`config.mk`:
```
export PLATFORM = sky130hd
export DESIGN_NAME = queue_with_running_max
export DESIGN_NICKNAME = d
export VERILOG_FILES = /design/src/rtl/mqr_pkg.sv /design/src/rtl/mqr_cell.sv /design/src/rtl/mqr_chain.sv /design/src/rtl/queue_with_running_max.sv
export SDC_FILE = /design/constraint.sdc
export NUM_CORES = 2
export LEC_CHECK = 0
export BUFFER_PORTS_ARGS = -buffer_cell sky130_fd_sc_hd__buf_2
export CAP_MARGIN = 30
export CORE_UTILIZATION = 55
export CTS_BUF_LIST = sky130_fd_sc_hd__clkbuf_4
export DETAILED_ROUTE_END_ITERATION = 8
export PLACE_DENSITY = 0.72
export SLEW_MARGIN = 20
export SYNTH_ARGS = -nofsm -noshare
export SYNTH_HDL_FRONTEND = slang
export SYNTH_HIERARCHICAL = 1
export SYNTH_SLANG_ARGS = --single-unit
```
`constraint.sdc`:
```
create_clock -name i_clk -period 6.2 [get_ports i_clk]
set_input_delay 0.62 -clock i_clk [delete_from_list [all_inputs] [get_ports i_clk]]
set_output_delay 0.62 -clock i_clk [all_outputs]
set_load 0.03 [all_outputs]
```
`src/rtl/mqr_pkg.sv`:
```
// ============================================================================
// Max queue package
// Shared types and codes for the queue with running maximum and its cells.
// ============================================================================
package mqr_pkg;

    // Width of one stored value
    localparam int DATA_W = 32;

    // Operation codes carried in tuser of the input beat
    localparam logic CMD_ENQ = 1'b0;
    localparam logic CMD_DEQ = 1'b1;

    // Fault codes reported with every result
    localparam logic [1:0] FAULT_NONE  = 2'd0;
    localparam logic [1:0] FAULT_EMPTY = 2'd1;
    localparam logic [1:0] FAULT_FULL  = 2'd2;

    // Control broadcast along a chain in the cycle an operation is applied
    typedef struct packed {
        logic              enq;
        logic              shift;
        logic [DATA_W-1:0] value;
    } t_cell_ctl;

    // Content of one cell as seen by its neighbour
    typedef struct packed {
        logic              occ;
        logic [DATA_W-1:0] data;
    } t_cell_state;

    // Head of a chain: the first two cells and the keep flag of the first
    typedef struct packed {
        t_cell_state c0;
        t_cell_state c1;
        logic        keep0;
    } t_chain_head;

endpackage

```
`src/rtl/mqr_cell.sv`:
```
// ============================================================================
// Max queue cell
// One slot of a chain. On an enqueue it keeps its value, is pruned when the
// new value is larger, or takes the new value when it is the first slot that is free or pruned.
// On a shift it takes the content of its right-hand neighbour.
// ============================================================================
module mqr_cell import mqr_pkg::*; (
    input  logic        i_clk,
    input  logic        i_rst_n,
    input  logic        i_prune,      // remove entries smaller than an enqueued value
    input  t_cell_ctl   i_ctl,
    input  logic        i_left_keep,  // left neighbour survives the enqueue
    input  t_cell_state i_right,      // content of the right neighbour
    output logic        o_keep,
    output t_cell_state o_state
);

    logic              r_occ;
    logic              n_occ;
    logic [DATA_W-1:0] r_data;
    logic [DATA_W-1:0] n_data;

    // An occupied entry survives unless pruning removes it for a larger value.
    assign o_keep = r_occ && !(i_prune && ($signed(r_data) < $signed(i_ctl.value)));

    // Next content of the slot.
    always_comb begin
        n_occ  = r_occ;
        n_data = r_data;
        if (i_ctl.enq) begin
            n_occ = o_keep || i_left_keep;
            if (i_left_keep && !o_keep) begin
                n_data = i_ctl.value;
            end
        end else if (i_ctl.shift) begin
            n_occ  = i_right.occ;
            n_data = i_right.data;
        end
    end

    // Occupancy flag is control state and is cleared by reset.
    always_ff @(posedge i_clk) begin
        if (!i_rst_n) begin
            r_occ <= 1'b0;
        end else begin
            r_occ <= n_occ;
        end
    end

    // The stored value needs no reset.
    always_ff @(posedge i_clk) begin
        r_data <= n_data;
    end

    assign o_state.occ  = r_occ;
    assign o_state.data = r_data;

endmodule

```
`src/rtl/mqr_chain.sv`:
```
// ============================================================================
// Max queue chain
// A row of cells joined to their neighbours. Entry zero is the head; an
// enqueue fills the first free or pruned cell and a shift moves every cell one
// place towards the head.
// ============================================================================
module mqr_chain import mqr_pkg::*; #(
    parameter int DEPTH = 16
) (
    input  logic        i_clk,
    input  logic        i_rst_n,
    input  logic        i_prune,
    input  t_cell_ctl   i_ctl,
    output t_chain_head o_head
);

    t_cell_state w_state [DEPTH];
    logic        w_keep  [DEPTH];

    // Build the row; the head sees a permanent left neighbour and the tail an
    // empty right neighbour.
    for (genvar g = 0; g < DEPTH; g++) begin : g_cell
        logic        w_left_keep;
        t_cell_state w_right;

        if (g == 0) begin : g_first
            assign w_left_keep = 1'b1;
        end else begin : g_inner
            assign w_left_keep = w_keep[g-1];
        end

        if (g == DEPTH - 1) begin : g_last
            assign w_right = '0;
        end else begin : g_body
            assign w_right = w_state[g+1];
        end

        mqr_cell u_cell (
            .i_clk       (i_clk),
            .i_rst_n     (i_rst_n),
            .i_prune     (i_prune),
            .i_ctl       (i_ctl),
            .i_left_keep (w_left_keep),
            .i_right     (w_right),
            .o_keep      (w_keep[g]),
            .o_state     (w_state[g])
        );
    end

    assign o_head.c0    = w_state[0];
    assign o_head.c1    = w_state[1];
    assign o_head.keep0 = w_keep[0];

endmodule

```
`src/rtl/queue_with_running_max.sv`:
```
// A first-in first-out queue of signed 32-bit values that reports its current
// maximum with every result. Each input beat is an enqueue (tuser 0, value in
// tdata) or a dequeue (tuser 1); each produces exactly one registered result
// beat, carrying the dequeued value, the maximum and occupancy after
// the operation, and a fault code (dequeue on empty or enqueue on full, both
// leaving the queue unchanged). One beat is accepted every cycle while the
// result register is free or being drained: all stored values and all maximum
// candidates sit in two rows of cells that compare and shift in parallel, so
// the only limit on rate is the output side's tready.
// ============================================================================
// Queue with running maximum
// Top level: value chain, maximum candidate chain, count and result register.
// ============================================================================
module queue_with_running_max import mqr_pkg::*; #(
    parameter int QUEUE_DEPTH = 16
) (
    input  logic                  i_clk,
    input  logic                  i_rst_n,
    // Input beats
    input  logic                  s_axis_tvalid,
    output logic                  s_axis_tready,
    input  logic [DATA_W-1:0]     s_axis_tdata,   // [31:0] value
    input  logic                  s_axis_tuser,   // [0] command
    // Result beats
    output logic                  m_axis_tvalid,
    input  logic                  m_axis_tready,
    // From bit 0 up: dequeued_value, dequeued_valid, current_max, max_valid,
    // occupancy, fault, zero padding to whole bytes.
    output logic [((2*DATA_W+4+$clog2(QUEUE_DEPTH+1)+7)/8)*8-1:0] m_axis_tdata
);

    localparam int CW     = $clog2(QUEUE_DEPTH + 1);
    localparam int OUT_W  = ((2 * DATA_W + 4 + CW + 7) / 8) * 8;
    localparam int POS_DV = DATA_W;
    localparam int POS_MX = DATA_W + 1;
    localparam int POS_MV = 2 * DATA_W + 1;
    localparam int POS_OC = 2 * DATA_W + 2;
    localparam int POS_FT = 2 * DATA_W + 2 + CW;

    logic [CW-1:0]    r_count;
    logic [CW-1:0]    n_count;
    logic             r_m_valid;
    logic [OUT_W-1:0] r_m_data;
    logic [OUT_W-1:0] n_m_data;

    logic             w_accept;
    logic             w_is_enq;
    logic             w_empty;
    logic             w_full;
    logic             w_enq_ok;
    logic             w_deq_ok;
    logic             w_head_match;
    logic [1:0]       w_fault;
    t_cell_state      w_max_next;
    logic [DATA_W-1:0] w_max_out;

    t_cell_ctl        w_val_ctl;
    t_cell_ctl        w_cand_ctl;
    t_chain_head      w_val_head;
    t_chain_head      w_cand_head;

    // Handshake: take a beat whenever the result register is free or draining.
    assign s_axis_tready = !r_m_valid || m_axis_tready;
    assign w_accept      = s_axis_tvalid && s_axis_tready;
    assign w_is_enq      = (s_axis_tuser == CMD_ENQ);

    // Operation decode.
    assign w_empty      = (r_count == '0);
    assign w_full       = (r_count == CW'(QUEUE_DEPTH));
    assign w_enq_ok     = w_is_enq && !w_full;
    assign w_deq_ok     = !w_is_enq && !w_empty;
    assign w_head_match = w_cand_head.c0.occ && (w_cand_head.c0.data == w_val_head.c0.data);

    // Chain controls.
    assign w_val_ctl.enq    = w_accept && w_enq_ok;
    assign w_val_ctl.shift  = w_accept && w_deq_ok;
    assign w_val_ctl.value  = s_axis_tdata;
    assign w_cand_ctl.enq   = w_accept && w_enq_ok;
    assign w_cand_ctl.shift = w_accept && w_deq_ok && w_head_match;
    assign w_cand_ctl.value = s_axis_tdata;

    mqr_chain #(.DEPTH(QUEUE_DEPTH)) u_values (
        .i_clk   (i_clk),
        .i_rst_n (i_rst_n),
        .i_prune (1'b0),
        .i_ctl   (w_val_ctl),
        .o_head  (w_val_head)
    );

    mqr_chain #(.DEPTH(QUEUE_DEPTH)) u_candidates (
        .i_clk   (i_clk),
        .i_rst_n (i_rst_n),
        .i_prune (1'b1),
        .i_ctl   (w_cand_ctl),
        .o_head  (w_cand_head)
    );

    // Count, fault and candidate head after the operation.
    always_comb begin
        n_count    = r_count;
        w_fault    = FAULT_NONE;
        w_max_next = w_cand_head.c0;
        if (w_is_enq) begin
            if (w_full) begin
                w_fault = FAULT_FULL;
            end else begin
                n_count = r_count + CW'(1);
                if (!w_cand_head.keep0) begin
                    w_max_next.occ  = 1'b1;
                    w_max_next.data = s_axis_tdata;
                end
            end
        end else begin
            if (w_empty) begin
                w_fault = FAULT_EMPTY;
            end else begin
                n_count = r_count - CW'(1);
                if (w_head_match) begin
                    w_max_next = w_cand_head.c1;
                end
            end
        end
    end

    assign w_max_out = (n_count != '0 && w_max_next.occ) ? w_max_next.data : '0;

    // Pack the result beat.
    always_comb begin
        n_m_data                         = '0;
        n_m_data[DATA_W-1:0]             = w_deq_ok ? w_val_head.c0.data : '0;
        n_m_data[POS_DV]                 = w_deq_ok;
        n_m_data[POS_MX +: DATA_W]       = w_max_out;
        n_m_data[POS_MV]                 = (n_count != '0);
        n_m_data[POS_OC +: CW]           = n_count;
        n_m_data[POS_FT +: 2]            = w_fault;
    end

    // Control state: count and result valid.
    always_ff @(posedge i_clk) begin
        if (!i_rst_n) begin
            r_count   <= '0;
            r_m_valid <= 1'b0;
        end else begin
            if (w_accept) begin
                r_count <= n_count;
            end
            if (w_accept) begin
                r_m_valid <= 1'b1;
            end else if (m_axis_tready) begin
                r_m_valid <= 1'b0;
            end
        end
    end

    // Result payload register.
    always_ff @(posedge i_clk) begin
        if (w_accept) begin
            r_m_data <= n_m_data;
        end
    end

    assign m_axis_tvalid = r_m_valid;
    assign m_axis_tdata  = r_m_data;

    // An accepted beat always yields a result in the next cycle.
    a_result_follows: assert property (@(posedge i_clk) disable iff (!i_rst_n)
        w_accept |=> m_axis_tvalid)
        else $error("accepted beat produced no result");

    // The count never passes the depth.
    a_count_bound: assert property (@(posedge i_clk) disable iff (!i_rst_n)
        r_count <= CW'(QUEUE_DEPTH))
        else $error("occupancy beyond queue depth");

    // The value chain head is occupied exactly when the queue holds values.
    a_value_head: assert property (@(posedge i_clk) disable iff (!i_rst_n)
        w_val_head.c0.occ == (r_count != '0))
        else $error("value chain out of step with count");

    // A non-empty queue always has at least one maximum candidate, and none
    // remain once it is empty.
    a_cand_head: assert property (@(posedge i_clk) disable iff (!i_rst_n)
        w_cand_head.c0.occ == (r_count != '0))
        else $error("candidate chain out of step with count");

endmodule
```
# ---- Yosys cells after proc, flatten, opt, wreduce, memory -nomap -nowiden
# Index checks and enable logic that the tools add are counted.
dict set report classes {
  add_sub_neg 2
  n_lt_le_gt_ge 16
  n_eq_ne 34
  n_mux 173
  bitwise_logic 1
  reduce_logical 171
}
# op n
set op_table {}
lappend op_table {{32-bit 2-to-1 mux} 96}
lappend op_table {{32-bit less-than comparator} 16}
lappend op_table {{33-bit 2-to-1 mux} 5}
lappend op_table {{1-bit 2-to-1 mux} 67}
lappend op_table {{2-bit != test, second input constant} 32}
lappend op_table {{2-bit AND reduction} 32}
lappend op_table {{1-bit logical AND} 54}
lappend op_table {{1-bit logical NOT} 49}
lappend op_table {{32-bit == test} 1}
lappend op_table {{1-bit logical OR} 31}
lappend op_table {{5-bit 2-to-1 mux} 3}
lappend op_table {{2-bit nonzero test} 3}
lappend op_table {{5-bit by 1-bit adder with 5-bit output, second input constant} 1}
lappend op_table {{5-bit == test, second input constant} 1}
lappend op_table {{5-bit logical NOT} 1}
lappend op_table {{5-bit nonzero test} 1}
lappend op_table {{5-bit by 1-bit subtractor with 5-bit output, second input constant} 1}
lappend op_table {{2-bit 2-to-1 mux} 2}
lappend op_table {{1-bit NOT} 1}
dict set report word_totals {
  register_bits 1135
  inputBits 37
  elab_cells 466
}

# ---- Longest topological paths before layout
dict set report depth {
  word_depth 7
  ltp_mapped 14
}

# ---- Hierarchy
# The synthesis kept the hierarchy.
# module n_inst cells_per_inst area_each_um2 seq_area_each_um2
set modules_own_cells {}
lappend modules_own_cells {mqr_cell 32 190 2217.1 980.9}
lappend modules_own_cells {queue_with_running_max 1 389 4556.9 2312.2}
lappend modules_own_cells {mqr_chain 2 3 15.0 0.0}

# ---- Worst setup path before layout
# Ideal clock, no wire load.
dict set report synth_path {
  path_type {input to register}
  start {in m_axis_tready}
  end {reg u_candidates.g_cell[0].u_cell.r_data[0] (enable)}
  setup_time_ns 0.430
  arrival_time_ns 6.491
  required_ns 5.770
  setup_slack_ns -0.721
  stages 8
  cell_sequence {nand2b_1 > and2_1 > clkbuf_1 > and3_1 > clkbuf_1 > clkbuf_1 > nand2_1 > o2bb2ai_1}
}
# element line_no
set synth_lines {}
lappend synth_lines {{start: declaration} queue_with_running_max.sv:26} ;# input logic m_axis_tready,
lappend synth_lines {{end signal: assignment} mqr_cell.sv:52} ;# r_data <= n_data;
lappend synth_lines {{end: declaration} mqr_cell.sv:20} ;# logic [DATA_W-1:0] r_data;

==> results.json <==
{
  "grt_usage_pct": 26.4,
  "fmax_mhz": 231,
  "multi_input_area_um2": 37500,
  "drive_above_1_share_pct": 27.7,
  "fin_hold_ws_ps": 167,
  "core_area_um2": 136000,
  "cellLeakagePower_uw": 0.0363,
  "start_kind": "flop",
  "p_total_uw": 19100,
  "cts-root-buf": "clkbuf_4",
  "vias": 52700,
  "antenna_left": 0,
  "cts.clk_slew.worst_paths_ps": 70,
  "mostFrequentLayoutCells": "edfxtp_1, inv_1, mux2_2, ha_1, clkbuf_4",
  "wl_per_cell_um": 20.5,
  "met1Wirelength_mm": 80.8,
  "power.internal_uw": 13800,
  "rsz0062_at_grt": "no",
  "p_sw_uw": 5270,
  "syn_to_final_growth_pct": 10.6,
  "rrSetupSlack_ps": 1880,
  "drv_cap": 0,
  "maxSlewHeadroom_pct": 33.3,
  "die_w_um": 373,
  "dr.pass1.iters": 8,
  "endpoint_kind": "flop",
  "rows": 135,
  "p_clk_share_pct": 36.8,
  "power_frac_comb_pct": 15.7,
  "grt_antenna_before_repair": 12,
  "htree_levels": 5,
  "start_util_pct": 55.6,
  "cts_tree": "built",
  "place_ws_ps": 1500,
  "dr_wl_met2_mm": 86.5,
  "die_area_um2": 139000,
  "nNetsFinal": 8037,
  "p_sw_share_pct": 27.6,
  "dp_hpwl_mm": 132,
  "clock_latency_ps": 1300,
  "drt_iter0_markers": 3686,
  "wl_met3_mm": 10.6,
  "clock-sinks": 1135,
  "die_h_um": 373,
  "finalCritPeriodShare_pct": 69.7,
  "portBuffers": 111,
  "hold_path_class": "in2reg",
  "pwr-share-seq_pct": 47.5,
  "cp_common_cell": "nor2_1",
  "cts_buffer_depth": 4,
  "top_layer": "met5",
  "ff2ff_path_depth": 12,
  "yosysWarnings": 6,
  "worstMarginPinSlew_ps": 1000,
  "overflow": 0,
  "dpl_cell_area_um2": 79200,
  "fillers": 10700,
  "post-route-cell-area_um2": 83500,
  "power_density_nw_per_um2": 228,
  "finalSetupViolCount": 0,
  "cts_inserted_buffers": 334,
  "worstSetupPathType": "reg2reg",
  "required_ps": 7120,
  "fin_worst_skew_ps": 130,
  "finalHoldViolCount": 0,
  "avgSynthCellArea_um2": 11.7,
  "ir_drop_mv": 0.198,
  "via_per_inst": 5.83,
  "worst_path_largest_cell_delay_ps": 620,
  "period_needed_ps": 4320,
  "holdPathStages": 3,
  "path_max_fanout": 17,
  "grt_pass1_wl_mm": 286,
  "route.detailed.drc": 0,
  "finalSetupTns_ps": 0,
  "totalWireLength_mm": 185,
  "status": "finished clean",
  "worst_slack_ps": 1880,
  "grt_pass1_vias": 53600,
  "synthesis.area_um2": 75500,
  "maxSlewViolCount": 0,
  "path_cells": "ha_1 > nand4_1 > or3_2 > nor4_1 > o311a_1 > o211a_1 > nor2_1 > nor2_1 > nor2_1 > o311ai_4 > buf_4 > nor3_1",
  "synth_cells": 6473,
  "crit_slowest_cell": "edfxtp_1",
  "grt_max_degree": 136,
  "layout_commonest_cell": "edfxtp_1",
  "arrival_ps": 5240,
  "cts_setup_buffers": 0,
  "final-seq-area_um2": 33700,
  "gp_congestion": 0.915,
  "io_pins": 119
}
[power by group through the flow]
| stage | clock, uW | combinational, uW | sequential (uW) |
|---|---|---|---|
| final | 7000 | 3000 | 9050 |
| after global routing | 7550 | 3310 | 9070 |
| after CTS | 7190 | 2970 | 9050 |
| after detailed placement | 0 | 2930 | 9210 |
| after global placement | 0 | 2790 | 9200 |
| after floorplan | 0 | 1980 | 9220 |
[path summary, 6_finish.rpt]
kind,startpoint,to
setup / recovery,u_candidates/g_cell[0].u_cell/r_data[14],m_axis_tdata[58]
hold / removal,s_axis_tdata[29],u_values/g_cell[13].u_cell/r_data[29]
setup reg to reg,u_candidates/g_cell[0].u_cell/r_data[14],m_axis_tdata[58]
hold reg to reg,u_candidates/g_cell[13].u_cell/r_data[20],u_candidates/g_cell[12].u_cell/r_data[20]
[cell type report]
cell class                 instances  share of cell area, %
antenna                           10                 0.0300
clock buffer                     500                   4.49
clock inverter                    74                  0.403
inverter                        1095                   4.92
multi-input combinational       4182                   44.9
sequential                      1135                   40.4
tap                             1781                   2.67
timing repair buffer             258                   2.23
[metrics by stage]
step,instances,utilization (%)
5_1_grt,9031,61.5
6_report,9035,61.5
3_3_place_gp,8433,58.3
2_1_floorplan,6608,-
4_1_cts,9023,61.5
3_5_place_dp,8433,58.3
[per-layer routing]
| layer | GRT usage, % | up-vias |
|---|---|---|
| li1 | - | 25000 |
| met1 | 33.9 | 25500 |
| met2 | 43.7 | 1695 |
| met3 | 4.06 | 481 |
| met4 | 12.2 | 4 |
| met5 | 0 | - |
[timing repair]
action	CTS	global route
endpoints found under the hold margin	81	0
gates resized for setup	0	0
hold buffers	16	0
[flip-flops by register name, indices dropped and copies added, names as in the netlist]
register                           flops
r_count                                5
u_candidates/g_cell.u_cell/r_data    512
m_axis_tdata                          73
u_candidates/g_cell.u_cell/r_occ      16
u_values/g_cell.u_cell/r_occ          16
u_values/g_cell.u_cell/r_data        512
m_axis_tvalid                          1
[critical path: cells and delay by family (launching register included)]
kind	cells	cell delay (ps)
compound gates	3	1180
flops	1	620
buf+inv	1	390
fa+ha+maj	1	430
simple gates	7	1360
No activity file was read; power rests on OpenSTA's default activity.
